===== config.mk =====
export PLATFORM = sky130hd
export DESIGN_NAME = clipped_circle_outline_raster_top
export DESIGN_NICKNAME = d
export VERILOG_FILES = /design/src/hw/rtl/ccor_pkg.sv /design/src/hw/rtl/clipped_circle_outline_raster_top.sv /design/src/hw/rtl/ccor_ctrl.sv /design/src/hw/rtl/ccor_dp.sv
export SDC_FILE = /design/constraint.sdc
export NUM_CORES = 1
export LEC_CHECK = 0
export BUFFER_PORTS_ARGS = -buffer_cell sky130_fd_sc_hd__buf_2
export CAP_MARGIN = 5
export CORE_MARGIN = 1
export CORE_UTILIZATION = 65
export CTS_BUF_LIST = sky130_fd_sc_hd__clkbuf_16
export CTS_CLUSTER_SIZE = 16
export DETAILED_ROUTE_END_ITERATION = 8
export GPL_TIMING_DRIVEN = 0
export PLACE_DENSITY = 0.85
export SLEW_MARGIN = 40
export SYNTH_ARGS = -nofsm -noshare
export SYNTH_HDL_FRONTEND = slang
export SYNTH_SLANG_ARGS = --single-unit

===== constraint.sdc =====
create_clock -name clk_i -period 10.29 [get_ports clk_i]
set_input_delay 0.5145 -clock clk_i [delete_from_list [all_inputs] [get_ports clk_i]]
set_output_delay 0.5145 -clock clk_i [all_outputs]
set_load 0.01 [all_outputs]

===== src/hw/rtl/ccor_pkg.sv =====
// Shared types, constants and helpers of the clipped circle outline rasteriser.
package ccor_pkg;

  // Configuration register map
  localparam int CfgIdxW = 3;
  localparam logic [CfgIdxW-1:0] RegClipLeft   = 3'd0;
  localparam logic [CfgIdxW-1:0] RegClipTop    = 3'd1;
  localparam logic [CfgIdxW-1:0] RegClipRight  = 3'd2;
  localparam logic [CfgIdxW-1:0] RegClipBottom = 3'd3;
  localparam logic [CfgIdxW-1:0] RegPenColour  = 3'd4;

  localparam int ClipW   = 16;
  localparam int ColourW = 16;
  localparam int MaskW   = 8;

  localparam int ScreenSize = 240;
  localparam logic signed [ClipW-1:0]  ClipLeftRst   = '0;
  localparam logic signed [ClipW-1:0]  ClipTopRst    = '0;
  localparam logic signed [ClipW-1:0]  ClipRightRst  = ClipW'(ScreenSize - 1);
  localparam logic signed [ClipW-1:0]  ClipBottomRst = ClipW'(ScreenSize - 1);
  localparam logic        [ColourW-1:0] PenColourRst = '1;

  // Decision term constants of the circle walk
  localparam int DecInit = 3;
  localparam int DecLo   = 6;
  localparam int DecHi   = 10;

  // Results per command are capped
  localparam int MaxResults = 46;
  localparam int CntW       = $clog2(MaxResults + 1);

  typedef enum logic {
    StIdle,
    StWalk
  } ccor_state_e;

  typedef struct packed {
    logic load;   // latch a new command
    logic step;   // emit one result and advance the walk
  } ccor_cmd_t;

  typedef struct packed {
    logic out_free;  // output register can take a result this cycle
    logic last;      // current iteration is the final one
  } ccor_status_t;

  function automatic logic in_span(logic signed [ClipW-1:0] v,
                                   logic signed [ClipW-1:0] lo,
                                   logic signed [ClipW-1:0] hi);
    return (v >= lo) && (v <= hi);
  endfunction

endpackage


===== src/hw/rtl/clipped_circle_outline_raster_top.sv =====
// Clipped circle outline rasteriser: top level with configuration registers.
//
// Input channel (in_valid_i/in_ready_o) carries one circle command: centre
// and radius. Each command produces one result transaction per step of the
// integer circle walk on the output channel (out_valid_o/out_ready_i): the
// eight symmetric points, a clip/duplicate mask, the pen colour and a flag on
// the final step. A radius r gives about r/sqrt(2)+1 results, 45 for r = 63.
// The walk registers advance once per cycle while the output register has
// room, so results stream out at one per cycle. The accepted command loads the
// walk registers, each result then passes into the output register, and the
// next command is accepted once the final result is in the output register.
// The output register holds a result while the receiver stalls; the walk
// waits with it, and a new command may be accepted while the final result of
// the previous one still waits.
// The configuration channel (cfg_valid_i/cfg_ready_o) is always ready; write
// it only while no command is in progress. Reset sets the clip window to
// 0..239 on both axes, the pen colour to white and leaves the block idle.
module clipped_circle_outline_raster_top import ccor_pkg::*; #(
  parameter int RADIUS_BITS = 6,
  parameter int COORD_BITS  = 16
) (
  input  logic                          clk_i,
  input  logic                          rst_ni,
  input  logic                          cfg_valid_i,
  output logic                          cfg_ready_o,
  input  logic        [CfgIdxW-1:0]     cfg_index_i,
  input  logic        [ClipW-1:0]       cfg_data_i,
  input  logic                          in_valid_i,
  output logic                          in_ready_o,
  input  logic signed [COORD_BITS-2:0]  center_x_i,
  input  logic signed [COORD_BITS-2:0]  center_y_i,
  input  logic        [RADIUS_BITS-1:0] radius_i,
  output logic                          out_valid_o,
  input  logic                          out_ready_i,
  output logic signed [COORD_BITS-1:0]  x_minus_b_o,
  output logic signed [COORD_BITS-1:0]  x_plus_b_o,
  output logic signed [COORD_BITS-1:0]  x_minus_a_o,
  output logic signed [COORD_BITS-1:0]  x_plus_a_o,
  output logic signed [COORD_BITS-1:0]  y_minus_a_o,
  output logic signed [COORD_BITS-1:0]  y_plus_a_o,
  output logic signed [COORD_BITS-1:0]  y_minus_b_o,
  output logic signed [COORD_BITS-1:0]  y_plus_b_o,
  output logic        [MaskW-1:0]       visible_mask_o,
  output logic        [ColourW-1:0]     pixel_colour_o,
  output logic                          last_step_o
);

  logic signed [ClipW-1:0]   clip_left_q, clip_top_q, clip_right_q, clip_bottom_q;
  logic        [ColourW-1:0] pen_colour_q;
  ccor_cmd_t                 cmd;
  ccor_status_t              status;

  assign cfg_ready_o = 1'b1;

  always_ff @(posedge clk_i or negedge rst_ni) begin
    if (!rst_ni) begin
      clip_left_q   <= ClipLeftRst;
      clip_top_q    <= ClipTopRst;
      clip_right_q  <= ClipRightRst;
      clip_bottom_q <= ClipBottomRst;
      pen_colour_q  <= PenColourRst;
    end else if (cfg_valid_i) begin
      // unknown indexes drop the write
      case (cfg_index_i)
        RegClipLeft:   clip_left_q   <= cfg_data_i;
        RegClipTop:    clip_top_q    <= cfg_data_i;
        RegClipRight:  clip_right_q  <= cfg_data_i;
        RegClipBottom: clip_bottom_q <= cfg_data_i;
        RegPenColour:  pen_colour_q  <= cfg_data_i;
        default: ;
      endcase
    end
  end

  ccor_ctrl u_ctrl (
    .clk_i      (clk_i),
    .rst_ni     (rst_ni),
    .in_valid_i (in_valid_i),
    .in_ready_o (in_ready_o),
    .status_i   (status),
    .cmd_o      (cmd)
  );

  ccor_dp #(
    .RADIUS_BITS (RADIUS_BITS),
    .COORD_BITS  (COORD_BITS)
  ) u_dp (
    .clk_i          (clk_i),
    .rst_ni         (rst_ni),
    .cmd_i          (cmd),
    .status_o       (status),
    .center_x_i     (center_x_i),
    .center_y_i     (center_y_i),
    .radius_i       (radius_i),
    .clip_left_i    (clip_left_q),
    .clip_top_i     (clip_top_q),
    .clip_right_i   (clip_right_q),
    .clip_bottom_i  (clip_bottom_q),
    .pen_colour_i   (pen_colour_q),
    .out_valid_o    (out_valid_o),
    .out_ready_i    (out_ready_i),
    .x_minus_b_o    (x_minus_b_o),
    .x_plus_b_o     (x_plus_b_o),
    .x_minus_a_o    (x_minus_a_o),
    .x_plus_a_o     (x_plus_a_o),
    .y_minus_a_o    (y_minus_a_o),
    .y_plus_a_o     (y_plus_a_o),
    .y_minus_b_o    (y_minus_b_o),
    .y_plus_b_o     (y_plus_b_o),
    .visible_mask_o (visible_mask_o),
    .pixel_colour_o (pixel_colour_o),
    .last_step_o    (last_step_o)
  );

endmodule


===== src/hw/rtl/ccor_ctrl.sv =====
// Controller state machine: sequences command load and walk steps.
module ccor_ctrl import ccor_pkg::*; (
  input  logic         clk_i,
  input  logic         rst_ni,
  input  logic         in_valid_i,
  output logic         in_ready_o,
  input  ccor_status_t status_i,
  output ccor_cmd_t    cmd_o
);

  ccor_state_e state_q, state_d;

  always_comb begin
    state_d = state_q;
    case (state_q)
      StIdle: begin
        if (in_valid_i) begin
          state_d = StWalk;
        end
      end
      StWalk: begin
        if (status_i.out_free && status_i.last) begin
          state_d = StIdle;
        end
      end
      default: state_d = StIdle;
    endcase
  end

  always_comb begin
    in_ready_o   = 1'b0;
    cmd_o.load   = 1'b0;
    cmd_o.step   = 1'b0;
    case (state_q)
      StIdle: begin
        in_ready_o = 1'b1;
        cmd_o.load = in_valid_i;
      end
      StWalk: begin
        // advance only when the output register has room
        cmd_o.step = status_i.out_free;
      end
      default: ;
    endcase
  end

  always_ff @(posedge clk_i or negedge rst_ni) begin
    if (!rst_ni) begin
      state_q <= StIdle;
    end else begin
      state_q <= state_d;
    end
  end

endmodule


===== src/hw/rtl/ccor_dp.sv =====
// Datapath: walk registers, symmetric points, clip mask and output register.
module ccor_dp import ccor_pkg::*; #(
  parameter int RADIUS_BITS = 6,
  parameter int COORD_BITS  = 16
) (
  input  logic                         clk_i,
  input  logic                         rst_ni,
  input  ccor_cmd_t                    cmd_i,
  output ccor_status_t                 status_o,
  input  logic signed [COORD_BITS-2:0] center_x_i,
  input  logic signed [COORD_BITS-2:0] center_y_i,
  input  logic        [RADIUS_BITS-1:0] radius_i,
  input  logic signed [ClipW-1:0]      clip_left_i,
  input  logic signed [ClipW-1:0]      clip_top_i,
  input  logic signed [ClipW-1:0]      clip_right_i,
  input  logic signed [ClipW-1:0]      clip_bottom_i,
  input  logic        [ColourW-1:0]    pen_colour_i,
  output logic                         out_valid_o,
  input  logic                         out_ready_i,
  output logic signed [COORD_BITS-1:0] x_minus_b_o,
  output logic signed [COORD_BITS-1:0] x_plus_b_o,
  output logic signed [COORD_BITS-1:0] x_minus_a_o,
  output logic signed [COORD_BITS-1:0] x_plus_a_o,
  output logic signed [COORD_BITS-1:0] y_minus_a_o,
  output logic signed [COORD_BITS-1:0] y_plus_a_o,
  output logic signed [COORD_BITS-1:0] y_minus_b_o,
  output logic signed [COORD_BITS-1:0] y_plus_b_o,
  output logic        [MaskW-1:0]      visible_mask_o,
  output logic        [ColourW-1:0]    pixel_colour_o,
  output logic                         last_step_o
);

  localparam int AW = RADIUS_BITS + 2;
  localparam int DW = RADIUS_BITS + 6;

  logic signed [AW-1:0]         a_q, a_d, b_q, b_d, a_step, b_step, b_init;
  logic signed [DW-1:0]         d_q, d_d, d_step, a_dw, b_dw;
  logic signed [COORD_BITS-1:0] cx_q, cx_d, cy_q, cy_d, a_ext, b_ext;
  logic        [CntW-1:0]       cnt_q, cnt_d;

  logic signed [COORD_BITS-1:0] xmb, xpb, xma, xpa, yma, ypa, ymb, ypb;
  logic                         in_xmb, in_xpb, in_xma, in_xpa;
  logic                         in_yma, in_ypa, in_ymb, in_ypb;
  logic                         a_zero, b_zero, a_eq_b;
  logic        [MaskW-1:0]      mask;
  logic                         last;

  logic                         out_valid_q, out_valid_d;
  logic signed [COORD_BITS-1:0] xmb_q, xpb_q, xma_q, xpa_q, yma_q, ypa_q, ymb_q, ypb_q;
  logic        [MaskW-1:0]      mask_q;
  logic        [ColourW-1:0]    colour_q;
  logic                         last_q;

  // Symmetric points, wrapped at the coordinate width
  always_comb begin
    a_ext = COORD_BITS'(a_q);
    b_ext = COORD_BITS'(b_q);
    xmb   = cx_q - b_ext;
    xpb   = cx_q + b_ext;
    xma   = cx_q - a_ext;
    xpa   = cx_q + a_ext;
    yma   = cy_q - a_ext;
    ypa   = cy_q + a_ext;
    ymb   = cy_q - b_ext;
    ypb   = cy_q + b_ext;
  end

  always_comb begin
    in_xmb = in_span(ClipW'(xmb), clip_left_i, clip_right_i);
    in_xpb = in_span(ClipW'(xpb), clip_left_i, clip_right_i);
    in_xma = in_span(ClipW'(xma), clip_left_i, clip_right_i);
    in_xpa = in_span(ClipW'(xpa), clip_left_i, clip_right_i);
    in_yma = in_span(ClipW'(yma), clip_top_i, clip_bottom_i);
    in_ypa = in_span(ClipW'(ypa), clip_top_i, clip_bottom_i);
    in_ymb = in_span(ClipW'(ymb), clip_top_i, clip_bottom_i);
    in_ypb = in_span(ClipW'(ypb), clip_top_i, clip_bottom_i);
    a_zero = (a_q == '0);
    b_zero = (b_q == '0);
    a_eq_b = (a_q == b_q);
    // drop points that repeat another one of the same octant set
    mask[0] = in_xmb && in_yma;
    mask[1] = !b_zero && in_xpb && in_yma;
    mask[2] = !a_zero && in_xmb && in_ypa;
    mask[3] = !a_zero && !b_zero && in_xpb && in_ypa;
    mask[4] = !a_eq_b && in_xma && in_ymb;
    mask[5] = !a_eq_b && !a_zero && in_xpa && in_ymb;
    mask[6] = !a_eq_b && in_xma && in_ypb;
    mask[7] = !a_eq_b && !a_zero && in_xpa && in_ypb;
  end

  // Decision term update of the walk
  always_comb begin
    a_dw   = DW'(a_q);
    b_dw   = DW'(b_q);
    a_step = a_q + AW'(1);
    if (d_q < 0) begin
      d_step = d_q + (a_dw <<< 2) + DW'(DecLo);
      b_step = b_q;
    end else begin
      d_step = d_q + ((a_dw - b_dw) <<< 2) + DW'(DecHi);
      b_step = b_q - AW'(1);
    end
    last = (a_step > b_step) || (cnt_q == CntW'(MaxResults - 1));
  end

  assign b_init = AW'({1'b0, radius_i});

  always_comb begin
    a_d  = a_q;
    b_d  = b_q;
    d_d  = d_q;
    cx_d = cx_q;
    cy_d = cy_q;
    cnt_d = cnt_q;
    if (cmd_i.load) begin
      a_d   = '0;
      b_d   = b_init;
      d_d   = DW'(DecInit) - (DW'(b_init) <<< 1);
      cx_d  = COORD_BITS'(center_x_i);
      cy_d  = COORD_BITS'(center_y_i);
      cnt_d = '0;
    end else if (cmd_i.step) begin
      a_d   = a_step;
      b_d   = b_step;
      d_d   = d_step;
      cnt_d = cnt_q + CntW'(1);
    end
  end

  always_comb begin
    if (cmd_i.step) begin
      out_valid_d = 1'b1;
    end else if (out_ready_i) begin
      out_valid_d = 1'b0;
    end else begin
      out_valid_d = out_valid_q;
    end
  end

  always_ff @(posedge clk_i) begin
    a_q   <= a_d;
    b_q   <= b_d;
    d_q   <= d_d;
    cx_q  <= cx_d;
    cy_q  <= cy_d;
    cnt_q <= cnt_d;
    if (cmd_i.step) begin
      xmb_q    <= xmb;
      xpb_q    <= xpb;
      xma_q    <= xma;
      xpa_q    <= xpa;
      yma_q    <= yma;
      ypa_q    <= ypa;
      ymb_q    <= ymb;
      ypb_q    <= ypb;
      mask_q   <= mask;
      colour_q <= pen_colour_i;
      last_q   <= last;
    end
  end

  always_ff @(posedge clk_i or negedge rst_ni) begin
    if (!rst_ni) begin
      out_valid_q <= 1'b0;
    end else begin
      out_valid_q <= out_valid_d;
    end
  end

  assign status_o.out_free = !out_valid_q || out_ready_i;
  assign status_o.last     = last;

  assign out_valid_o    = out_valid_q;
  assign x_minus_b_o    = xmb_q;
  assign x_plus_b_o     = xpb_q;
  assign x_minus_a_o    = xma_q;
  assign x_plus_a_o     = xpa_q;
  assign y_minus_a_o    = yma_q;
  assign y_plus_a_o     = ypa_q;
  assign y_minus_b_o    = ymb_q;
  assign y_plus_b_o     = ypb_q;
  assign visible_mask_o = mask_q;
  assign pixel_colour_o = colour_q;
  assign last_step_o    = last_q;

endmodule


==> reports/qor.yml <==
cp-end-kind: "flip-flop"
synth_compound_area_frac: 0.160
clockRootBuffer: "clkbuf_16"
critPathKind: "reg2reg"
htree_levels: 1
place_hpwl_um: 51900
drc_errors: 0
irDropWorstVdd_v: 0.000216
grt_max_degree: 54
final_core_util: 0.743
clock_sinks: 294
fillCellCount: 2400
synthTopCellsByArea: "edfxtp_1 26%, ha_1 24%, dfrtp_1 5.7%"
vias: 19200
synthXorXnorAreaFrac: 0.0504
drtIter0Drc: 1833
finalCritPeriodShare: 0.560
synth-seq-area-share: 0.362
synth_edf_count: 196
avgSynthCellArea_um2: 10.2
pwr_density_cell_mw_per_mm2: 353
first_global_vias: 18600
synth_top_area_cell: "edfxtp_1"
start_util: 0.662
cts_buffer_depth: 3
min_path_type: "in2reg"
antenna_found_initial: 0
io_buffers: 214
routed_wl_um: 66400
setup_tns_ps: 0
ys.flop_type: "edfxtp_1"
async_reset_ff_frac: 0.279
worstPathArrival_ps: 6240
layout-drive-gt1-share: 0.158
tightest_slew_ps: 851
setup_viol_count_final: 0
fp.dieH_um: 190
max_freq_ghz: 0.173
ys_seq_elements: 294
yosys_warnings: 0
seq_area_mm2: 0.00830
syn_inst: 2248
status: "complete, no violations"
syn_nets: 2754
slew-limit-headroom: 0.432
period_needed_ps: 5760
grt_pass1_wl_um: 102000
multi_input_area_mm2: 0.0137
cts_tree: "done"
synth_mux_area_frac: 0.0195
drv_cap: 0
drtAntennaViolNets: 0
required_ps: 10760
synth_top_family_by_area: "adder cells"
clk_latency_ps: 610
drt-pass1-iter-count: 6
place_congestion: 0.969
synth-simple-area-share: 0.122
cts_resized: 0
gr-total-overflow: 0
cp_max_fo: 22
via_per_inst: 6.44
drv_slew: 0
hold_violations: 0
postCtsHoldBufs: 1
track_usage: 0.368
num_rows: 68
ioPinCount: 216
numCtsBuffers: 31
p_leak_nw: 11.5
rsz0062_at_grt: "no"
dieWidth_um: 190
drt-wirelength-per-cell_um: 22.3
cts_setup_buffers: 0
syn_area_mm2: 0.0229
path_clk_slew_ps: 60
synth_adder_area_share: 0.247
syn2layout_area_growth_pct: 12.2
yosysTopAreaCellShare: 0.257
worst_setup_path_start_kind: "flip-flop"
finalClockSkew_ps: 15.1
dieArea_mm2: 0.0360
coreArea_mm2: 0.0346
nNetsFinal: 3007
yosysUniqueCellTypes: 87
cell type report:
cell class / count / share of cell area
Sequential cell: 294 / 0.323
Timing Repair Buffer: 220 / 0.0468
Antenna cell: 1 / 0.0000973
Buffer: 58 / 0.0103
Inverter: 175 / 0.0255
Clock inverter: 27 / 0.00842
Multi-Input combinational cell: 1721 / 0.534
Tap cell: 455 / 0.0221
Clock buffer: 31 / 0.0302
path summary, 6_finish.rpt:
kind / from / to / slack, ps / cells after the start
worst max register to register: u_dp.a_q[7] / u_dp.visible_mask_o[3] / 4530 / 17
worst max-delay path: u_dp.a_q[7] / u_dp.visible_mask_o[3] / 4530 / 17
worst min register to register: clip_bottom_q[13] / clip_bottom_q[13] / 510 / 1
worst min-delay path: center_x_i[9] / u_dp.cx_q[9] / 80 / 1
max in group asynchronous: rst_ni / clip_bottom_q[1] / 9300 / 3
min in group asynchronous: rst_ni / clip_right_q[11] / 360 / 2
power breakdown:
part | leakage (nW) | total (W) | internal, W | switching (W)
clock | 0.530 | 0.00111 | 0.000623 | 0.000483
sequential | 2.97 | 0.00215 | 0.00190 | 0.000255
combinational | 7.97 | 0.00583 | 0.00233 | 0.00350
metal layers:
| layer | GRT usage | share of wire |
|---|---|---|
| met1 | 0.501 | 0.42 |
| met2 | 0.578 | 0.45 |
| met3 | 0.0531 | 0.087 |
| met4 | 0.176 | 0.051 |
| met5 | 0 | 0 |
critical path, stage by stage, from the launching register on:
cell      delay [ps]
dfxtp_2          870
inv_2            510
ha_1             430
clkbuf_1         290
inv_1            100
a21oi_1          140
o21bai_1         130
a221oi_1         490
o21ai_0          140
o21ai_0          410
ha_1             230
nand4_1          150
or4_1            610
a31oi_1          300
or4b_1           190
o32ai_1           80
nor3_1           350
and2_1           200
stage by stage:
stage / cell area (um^2) / setup WS, ps / hold WS, ps / power (W) / instances
floorplan: 22900 / 4650 / 219 / 0.00608 / 2248
global placement: 24600 / 2920 / 491 / 0.00747 / 2917
detailed placement: 24700 / 4720 / 420 / 0.00778 / 2922
CTS: 25700 / 4710 / 55.5 / 0.00896 / 2981
global route: 25700 / 4290 / 63.1 / 0.00974 / 2981
finish: 25700 / 4530 / 77.8 / 0.00909 / 2982
cells in the mapped netlist (43+ instances only):
cell      count
a21o_1       61
a21oi_1     150
dfrtp_1      52
edfxtp_1    196
ha_1        435
inv_1       174
nand2_1     130
nand4_1      43
nor2_1      129
nor2b_1      45
nor3_1       47
o21ai_0     132
xnor2_1      89
cell usage in the layout (no fill, tap or decap), types with 16 or more instances in the layout:
| cell type | instances |
|---|---|
| nand2_1 | 130 |
| inv_1 | 183 |
| edfxtp_1 | 196 |
| nor2_1 | 129 |
| nor2b_1 | 45 |
| nand3_1 | 37 |
| a211oi_1 | 22 |
| buf_2 | 227 |
| nor4_1 | 16 |
| dfrtp_1 | 52 |
| a21o_1 | 61 |
| xor2_1 | 41 |
| clkbuf_1 | 34 |
| nand2b_1 | 32 |
| dfstp_2 | 30 |
| nor3_1 | 47 |
| mux2_2 | 37 |
| o21bai_1 | 19 |
| o211ai_1 | 27 |
| clkbuf_16 | 31 |
| ha_1 | 435 |
| xnor2_1 | 89 |
| o21a_1 | 20 |
| nand4_1 | 43 |
| a21oi_1 | 150 |
| o21ai_0 | 132 |
logic make-up after synthesis:
kind of cell / after synthesis
other cells: 1
mux: 40
flops: 294
xor+xnor: 131
simple gates: 551
compound gates: 552
buf+inv: 233
fa+ha+maj: 446
(Power assumes the default switching activity.)
